$ cat config.mk
export PLATFORM = sky130hd
export DESIGN_NAME = phq_ctrl
export DESIGN_NICKNAME = d
export VERILOG_FILES = /design/src/design/phq_pkg.sv /design/src/design/phq_ctrl.sv
export SDC_FILE = /design/constraint.sdc
export NUM_CORES = 1
export LEC_CHECK = 0
export ABC_CLOCK_PERIOD_IN_PS = 3500
export BUFFER_PORTS_ARGS = -buffer_cell sky130_fd_sc_hd__buf_4
export CORE_MARGIN = 4
export CORE_UTILIZATION = 49
export DETAILED_ROUTE_END_ITERATION = 12
export PLACE_DENSITY = 0.82
export SYNTH_ARGS = -nofsm -noshare
export SYNTH_HDL_FRONTEND = slang
export SYNTH_SLANG_ARGS = --single-unit
$ cat constraint.sdc
create_clock -name aclk -period 3.5 [get_ports aclk]
set_clock_uncertainty 0.05 [all_clocks]
set_input_delay 0.175 -clock aclk [delete_from_list [all_inputs] [get_ports aclk]]
set_output_delay 0.175 -clock aclk [all_outputs]
set_load 0.05 [all_outputs]
$ cat src/design/phq_pkg.sv
// Shared types and constants of the priority heap queue.
package phq_pkg;

    localparam int DEFAULT_CAPACITY = 64;
    localparam int COUNT_W = 7;
    localparam int REC_W = 120;

    typedef enum logic [1:0] {
        OP_INSERT = 2'd0,
        OP_REMOVE = 2'd1,
        OP_PEEK   = 2'd2,
        OP_SPARE  = 2'd3
    } op_t;

    typedef enum logic [1:0] {
        ST_OK    = 2'd0,
        ST_EMPTY = 2'd1,
        ST_FULL  = 2'd2
    } status_t;

    // record layout: priority, arrival, pid, burst, waiting, response, turnaround, served
    typedef struct packed {
        logic [7:0]  priority_key;
        logic [15:0] arrival_time;
        logic [15:0] proc_id;
        logic [15:0] burst_time;
        logic [15:0] waiting_time;
        logic [15:0] response_time;
        logic [15:0] turnaround_time;
        logic [15:0] served_burst;
    } rec_t;

    typedef enum logic [3:0] {
        S_IDLE,
        S_UP_RD,
        S_UP_CMP,
        S_RD_ROOT,
        S_DN_RD0,
        S_DN_RD1,
        S_DN_RD2,
        S_DN_CMP,
        S_DN_WR,
        S_RESULT
    } state_t;

    // controller commands to datapath
    typedef struct packed {
        logic load_in;      // capture input item
        logic wr_new;       // write input record at count
        logic up_start;     // set pos to count
        logic rd_parent;    // read parent of pos
        logic up_swap;      // move parent down to pos, pos <- parent
        logic up_place;     // write A at pos
        logic rm_start;     // read last entry into A, pos <- 0
        logic rd_left;      // read left child into B
        logic rd_right;     // read right child
        logic dn_swap;      // move best child up, pos <- best
        logic dn_place;     // write A at pos
        logic cnt_inc;
        logic cnt_dec;
        logic rd_root;      // read root
        logic set_out;      // latch result
        logic out_from_root;
    } cmd_t;

    typedef struct packed {
        logic pos_zero;
        logic a_before_b;   // A precedes the parent just read
        logic has_left;
        logic has_right;
        logic child_better; // best child precedes A
        logic full;
        logic empty;
        logic last_one;     // count == 1
    } sts_t;

    function automatic logic served_before(rec_t a, rec_t b, logic desc);
        if (a.priority_key == b.priority_key) return a.arrival_time < b.arrival_time;
        if (desc) return a.priority_key > b.priority_key;
        return a.priority_key < b.priority_key;
    endfunction

endpackage

$ cat src/design/phq_ctrl.sv
// Heap controller: sequences insert, remove and peek and holds the result handshake.
module phq_ctrl (
    input  logic              aclk,
    input  logic              aresetn,
    input  logic              s_valid,
    output logic              s_ready,
    input  logic [1:0]        s_operation,
    output logic              m_valid,
    input  logic              m_ready,
    input  phq_pkg::sts_t     sts,
    output phq_pkg::cmd_t     cmd,
    output phq_pkg::status_t  res_status
);
    import phq_pkg::*;

    state_t  state_reg, state_next;
    op_t     op_reg, op_next;
    status_t st_reg, st_next;
    logic    rem_reg, rem_next;   // remove result already latched
    logic    mv_reg, mv_next;
    logic    accept;

    assign accept = s_valid && s_ready;
    assign s_ready = (state_reg == S_IDLE) && !mv_reg;
    assign m_valid = mv_reg;
    assign res_status = st_reg;

    // next state
    always_comb begin
        state_next = state_reg;
        op_next = op_reg;
        st_next = st_reg;
        rem_next = rem_reg;
        mv_next = mv_reg;
        if (mv_reg && m_ready) mv_next = 1'b0;
        unique case (state_reg)
            S_IDLE: begin
                if (accept) begin
                    op_next = op_t'(s_operation);
                    rem_next = 1'b0;
                    unique case (op_t'(s_operation))
                        OP_INSERT: begin
                            st_next = sts.full ? ST_FULL : ST_OK;
                            state_next = sts.full ? S_RESULT : S_UP_RD;
                        end
                        OP_REMOVE: begin
                            st_next = sts.empty ? ST_EMPTY : ST_OK;
                            state_next = S_RESULT;
                            if (!sts.empty) begin
                                rem_next = 1'b1;
                                state_next = S_DN_RD0;
                            end
                        end
                        OP_PEEK, OP_SPARE: begin
                            st_next = sts.empty ? ST_EMPTY : ST_OK;
                            state_next = S_RESULT;
                        end
                        default: state_next = S_RESULT;
                    endcase
                end
            end
            S_UP_RD:   state_next = sts.pos_zero ? S_RD_ROOT : S_UP_CMP;
            S_UP_CMP:  state_next = sts.a_before_b ? S_UP_RD : S_RD_ROOT;
            S_RD_ROOT: state_next = S_RESULT;
            S_DN_RD0:  state_next = sts.last_one ? S_RESULT : S_DN_RD1;
            S_DN_RD1:  state_next = sts.has_left ? S_DN_RD2 : S_DN_WR;
            S_DN_RD2:  state_next = S_DN_CMP;
            S_DN_CMP:  state_next = sts.child_better ? S_DN_RD1 : S_DN_WR;
            S_DN_WR:   state_next = S_RESULT;
            S_RESULT: begin
                state_next = S_IDLE;
                mv_next = 1'b1;
            end
            default:   state_next = S_IDLE;
        endcase
    end

    // commands
    always_comb begin
        cmd = '0;
        unique case (state_reg)
            S_IDLE: begin
                cmd.load_in = accept;
                cmd.rd_root = accept;
                if (accept && op_t'(s_operation) == OP_INSERT && !sts.full) begin
                    cmd.up_start = 1'b1;
                    cmd.wr_new = 1'b1;
                    cmd.cnt_inc = 1'b1;
                    cmd.rd_root = 1'b0;
                end
            end
            // settle the new record at the root once it has climbed there
            S_UP_RD: begin
                cmd.rd_parent = !sts.pos_zero;
                cmd.up_place = sts.pos_zero;
            end
            S_UP_CMP: begin
                cmd.up_swap = sts.a_before_b;
                cmd.up_place = !sts.a_before_b;
            end
            // fetch the root once the heap is settled
            S_RD_ROOT: cmd.rd_root = 1'b1;
            S_DN_RD0: begin
                cmd.rm_start = !sts.last_one;
                cmd.cnt_dec = 1'b1;
            end
            S_DN_RD1: cmd.rd_left = sts.has_left;
            S_DN_RD2: cmd.rd_right = sts.has_right;
            S_DN_CMP: begin
                cmd.dn_swap = sts.child_better;
                cmd.dn_place = !sts.child_better;
            end
            S_DN_WR:  cmd.dn_place = rem_reg;
            S_RESULT: begin
                cmd.rd_root = 1'b0;
                cmd.set_out = 1'b1;
                cmd.out_from_root = (op_reg != OP_REMOVE);
            end
            default: cmd = '0;
        endcase
    end

    // registers
    always_ff @(posedge aclk) begin
        if (!aresetn) begin
            state_reg <= S_IDLE;
            mv_reg <= 1'b0;
            rem_reg <= 1'b0;
        end else begin
            state_reg <= state_next;
            mv_reg <= mv_next;
            rem_reg <= rem_next;
        end
        op_reg <= op_next;
        st_reg <= st_next;
    end
endmodule

# Yosys cells after proc, flatten, opt, wreduce, memory -nomap -nowiden
# Cells that the tools add are included.
# W data, S select, Z words.
# totals
ff_bits,10
input_bits,14
output_inout_bits,20
elab_cells,70
# op_classes
muxes,33
n_eq_ne,14
n_reduce_logical,18
# op_table
operator,count
$pmux W4 S8,1
$mux W4,6
$eq A4 B3 Y1 const B,4
$mux W1,16
$pmux W4 S3,1
$eq A4 B2 Y1 const B,2
$eq A4 B4 Y1 const B,2
$mux W2,4
$logic_not A1 Y1,6
$pmux W1 S2,3
$logic_and A1 B1 Y1,5
$eq A2 B2 Y1 const B,2
$eq A4 B1 Y1 const B,1
$logic_not A4 Y1,1
$pmux W2 S2,1
$reduce_or A2 Y1,2
$mux W3,1
$reduce_or A3 Y1,1
$eq A2 B1 Y1 const B,1
$logic_not A2 Y1,1
$ne A2 B1 Y1 const B,1
$ne A2 B2 Y1 const B,1
$reduce_and A2 Y1,1
$reduce_bool A2 Y1,1

# Longest topological paths before layout
# depth
ltp_word,7
ltp_mapped,6
depth_no_buf,3

# Worst setup path after synthesis
# No wires, ideal clock.
# synth_timing
kind,register to output
from,register state_reg[0]
to,output port cmd[12] (netlist bit)
stages_incl_launch_ff,4
arrival_ns,2.305
path_buffers,1
setup_slack_ns,0.970
required_ns,3.275
cell_sequence,dfxtp_1 -> buf_2 -> nor2b_1 -> nor4b_1
# synth_lines
item,line,rtl
start: declaration,phq_ctrl.sv:16,"state_t state_reg, state_next;"
start signal: assignment,phq_ctrl.sv:130,state_reg <= state_next;
end: declaration,phq_ctrl.sv:11,"output phq_pkg::cmd_t cmd,"

==> report_table.html <==
<table>
<tr><th>Metric</th><th>Value</th></tr>
<tr><th colspan="2">Outcome</th></tr>
<tr><td>Result of the run</td><td>completed</td></tr>
<tr><th colspan="2">Cells and area</th></tr>
<tr><td>Antenna fix cells</td><td>0</td></tr>
<tr><td>Post-layout net count</td><td>133</td></tr>
<tr><td>Post-Layout Inst Area</td><td>991 µm²</td></tr>
<tr><td>Ratio of cells with drive above 1 in the final layout</td><td>33.9%</td></tr>
<tr><td>Number of flip-flops in the largest register</td><td>4</td></tr>
<tr><td>Area taken by multi-input logic gates</td><td>435 µm²</td></tr>
<tr><td>Area taken by flip-flops and latches</td><td>240 µm²</td></tr>
<tr><td>Number of fillers in the final layout</td><td>108</td></tr>
<tr><td>Count of placed standard cells in the final layout, fillers left out</td><td>133</td></tr>
<tr><td>Syn-to-layout area delta</td><td>31.1%</td></tr>
<tr><th colspan="2">Critical path</th></tr>
<tr><td>Peak per-stage delay on the critical path</td><td>510 ps</td></tr>
<tr><td>Terminus of the critical flop-to-flop path</td><td>op_reg[0]</td></tr>
<tr><td>Startpoint Class</td><td>flop</td></tr>
<tr><td>Crit path kind</td><td>flop to output pin</td></tr>
<tr><td>Logic depth of the worst register-to-register path</td><td>3</td></tr>
<tr><td>Crit. End Element</td><td>output pin</td></tr>
<tr><td>Required @ worst endpoint</td><td>3270 ps</td></tr>
<tr><td>Slowest-stage cell, CP</td><td>nor3_1</td></tr>
<tr><td>CP Data Arrival Time</td><td>1940 ps</td></tr>
<tr><td>Cell breakdown of the critical path</td><td>nor3_1 &gt; nand3_1 &gt; nor2b_1 &gt; buf_4</td></tr>
<tr><td>R2r startpoint</td><td>state_reg[2]</td></tr>
<tr><td>Worst-path maximum fanout</td><td>18</td></tr>
<tr><td>Category of cells accounting for the largest share of critical-path delay</td><td>simple AND/OR/NAND/NOR gates</td></tr>
<tr><td>Combined buffer and inverter count along the critical path</td><td>1</td></tr>
<tr><td>R2r setup slk</td><td>1730 ps</td></tr>
<tr><th colspan="2">Route</th></tr>
<tr><td>DRC violations left</td><td>0</td></tr>
<tr><td>Met2 wirelength from detailed routing</td><td>923 µm</td></tr>
<tr><td>Initial DRC Count</td><td>18</td></tr>
<tr><td>Length of routed wiring on met1</td><td>860 µm</td></tr>
<tr><td>Via-per-instance ratio</td><td>5.83</td></tr>
<tr><td>Detailed-route wire length per cell</td><td>14.4 µm</td></tr>
<tr><td>Total Routed Length</td><td>1.92 mm</td></tr>
<tr><td>Total number of vias</td><td>775</td></tr>
<tr><td>Pre-antenna DRT Iters</td><td>4</td></tr>
<tr><td>Antenna-violating nets left</td><td>0</td></tr>
<tr><td>Top layer reached by signal wires</td><td>met4</td></tr>
<tr><td>Length of routed met3 wiring</td><td>111 µm</td></tr>
<tr><th colspan="2">Synth</th></tr>
<tr><td>Warnings from Yosys</td><td>0</td></tr>
<tr><td>Post-Synthesis Mean Instance Area</td><td>8.40 µm²</td></tr>
<tr><td>Ranking of synthesized cells by area</td><td>dfxtp_1, edfxtp_1, nor3_1</td></tr>
<tr><td>Sequential area share after synthesis</td><td>31.8%</td></tr>
<tr><td>Top cell type's share of synthesized area</td><td>15.9%</td></tr>
<tr><td>Flip-flop and latch count after synthesis</td><td>10</td></tr>
<tr><td>List of most frequent post-synthesis cells</td><td>nor3_1, nor2b_1, dfxtp_1, inv_1</td></tr>
<tr><td>Summed instance area of the synthesized netlist</td><td>756 µm²</td></tr>
<tr><td>Cell count after synthesis</td><td>90</td></tr>
<tr><td>Top FF cell, synth</td><td>dfxtp_1</td></tr>
<tr><td>Top cell type by total area after synthesis</td><td>dfxtp_1</td></tr>
<tr><td>Count of flip-flops with a built-in enable after synthesis</td><td>4</td></tr>
<tr><td>Post-synth cell types</td><td>41</td></tr>
<tr><td>Most instantiated library cell after synthesis</td><td>nor3_1</td></tr>
<tr><td>Syn nets</td><td>104</td></tr>
<tr><td>Fraction of synthesis flops using an asynchronous set or reset pin</td><td>0%</td></tr>
<tr><th colspan="2">Job</th></tr>
<tr><td>Max-capacitance violation count</td><td>0</td></tr>
<tr><th colspan="2">Clock network</th></tr>
<tr><td>Number of H-tree levels</td><td>1</td></tr>
<tr><td># resized after CTS</td><td>0</td></tr>
<tr><td>Clock slew at reported path FFs</td><td>60 ps</td></tr>
<tr><td>Clock tree from TritonCTS</td><td>done</td></tr>
<tr><td>CTS Root Cell</td><td>clkbuf_4</td></tr>
<tr><td>CTS buffer count</td><td>3</td></tr>
<tr><td>Worst-Skew Late Latency</td><td>260 ps</td></tr>
<tr><td>Post-CTS Setup Bufs</td><td>0</td></tr>
<tr><td>Count of clock tree sinks</td><td>10</td></tr>
<tr><td>Post-CTS Hold Fix Bufs</td><td>0</td></tr>
<tr><td>Clock Path Buffers</td><td>2</td></tr>
<tr><th colspan="2">Timing</th></tr>
<tr><td>Total negative slack</td><td>0 ps</td></tr>
<tr><td>Peak Freq</td><td>462 MHz</td></tr>
<tr><td>Final setup violation count</td><td>0</td></tr>
<tr><td>RSZ-0062 raised after global routing</td><td>no</td></tr>
<tr><td>Total count of hold-check failures in the final report</td><td>0</td></tr>
<tr><td>Actual transition at the worst max-transition pin</td><td>584 ps</td></tr>
<tr><td>Count of pins over their slew limit</td><td>0</td></tr>
<tr><td>Post-layout min period</td><td>2160 ps</td></tr>
<tr><td>Worst slew margin relative to its limit</td><td>61.0%</td></tr>
<tr><td>Ratio of final minimum period to clock period</td><td>61.8%</td></tr>
<tr><td>Final worst-path setup slack</td><td>1340 ps</td></tr>
<tr><th colspan="2">Global routing</th></tr>
<tr><td>Residual overflow from global routing</td><td>0</td></tr>
<tr><td>Global-route total usage across every layer</td><td>18.4%</td></tr>
<tr><td>Largest net degree at the start of global routing</td><td>20</td></tr>
<tr><td>Number of antenna violations at the first check in global routing</td><td>0</td></tr>
<tr><td>Via count of the first global-routing pass</td><td>684</td></tr>
<tr><td>Wire length of the first global-routing pass</td><td>2.93 mm</td></tr>
<tr><th colspan="2">Placement</th></tr>
<tr><td>Port Buffers</td><td>33</td></tr>
<tr><td>Placed Cells</td><td>129</td></tr>
<tr><td>Placer congestion estimate</td><td>0.819</td></tr>
<tr><td>Post-placement cell area</td><td>965 µm²</td></tr>
<tr><td>Detailed-placement wirelength estimate</td><td>1.49 mm</td></tr>
<tr><td>Worst Setup Slack post-DPL</td><td>1660 ps</td></tr>
<tr><th colspan="2">Worst hold path</th></tr>
<tr><td>Cell depth of the worst hold path</td><td>1</td></tr>
<tr><td>HP Start</td><td>s_operation[0]</td></tr>
<tr><td>Worst min-delay path class</td><td>primary input to flop</td></tr>
<tr><td>Worst Hold Endpoint</td><td>op_reg[0]</td></tr>
<tr><th colspan="2">Pwr</th></tr>
<tr><td>Static Leakage</td><td>0.440 nW</td></tr>
<tr><td>Largest voltage drop on the vdd net</td><td>0.000505 V</td></tr>
<tr><td>Final total power</td><td>0.768 mW</td></tr>
<tr><td>Total power divided by cell area</td><td>775 nW/µm²</td></tr>
<tr><th colspan="2">Floorplanning</th></tr>
<tr><td>Core Region</td><td>1380 µm²</td></tr>
<tr><td>Die footprint</td><td>2230 µm²</td></tr>
<tr><td>Row Count</td><td>13</td></tr>
<tr><td>Num ports</td><td>34</td></tr>
<tr><td>Initial core utilization</td><td>54.7%</td></tr>
<tr><td>Height of the chip</td><td>47.3 µm</td></tr>
<tr><td>Die W</td><td>47.3 µm</td></tr>
</table>
## placed cells by master, fill, tap and decap left out, types with 3 or more instances in the layout
cell type,count
inv_1,6
clkbuf_4,3
nor2_1,4
nor3_1,9
dfxtp_1,6
nand2b_1,3
nor2b_1,7
buf_4,33
edfxtp_1,4
a21oi_1,3
nand3_1,4
## per-layer routing
layer / vias up / track usage, %
met1: 360 / 26.1
met2: 23 / 28.1
li1: 388 / -
met4: 0 / 4.97
met3: 4 / 3.83
met5: - / 0
## power breakdown
group / internal (mW) / switching [mW]
combinational: 0.161 / 0.303
sequential: 0.158 / 0.0641
clock: 0.0440 / 0.0379
## through the flow
step	utilization [%]	hold slack [ps]
3_5_place_dp	69.8	360
6_report	71.7	94.4
3_3_place_gp	69.8	361
4_1_cts	71.7	87.9
2_1_floorplan	-	224
5_1_grt	71.7	88.5
## cell type report
type	count	area share, %
well taps	15	1.89
repair buffers	33	25.0
clock buffers	4	2.65
multi-input cells	65	43.9
inverters	6	2.27
flip-flops and latches	10	24.2
## cell families (layout without fill, tap and decap cells)
logic type,count (synthesis),in the layout,synth area share [%]
AOI/OAI and AO/OA,20,20,21.2
buffers and inverters,15,43,10.6
DFF,10,10,31.8
muxes,1,1,1.32
and+or+nand+nor,44,44,35.1
## worst max-delay path by stage
stage | start | endpoint | slack, ps | cells past startpoint
final | state_reg[2] | cmd[14] | 1340 | 4
after global routing | state_reg[2] | cmd[14] | 1210 | 4
after CTS | state_reg[2] | cmd[14] | 1360 | 4
after floorplan | state_reg[0] | cmd[12] | 970 | 3
after global placement | state_reg[2] | cmd[14] | 1710 | 4
after detailed placement | state_reg[2] | cmd[14] | 1660 | 4
## worst register-to-register path, delay by kind of cell (launching register included)
kind | cells | cell delay, ps
buffers and inverters | 1 | 210
flip-flops | 1 | 480
AND/OR/NAND/NOR | 2 | 730
Power figures use the tool's default switching activity.
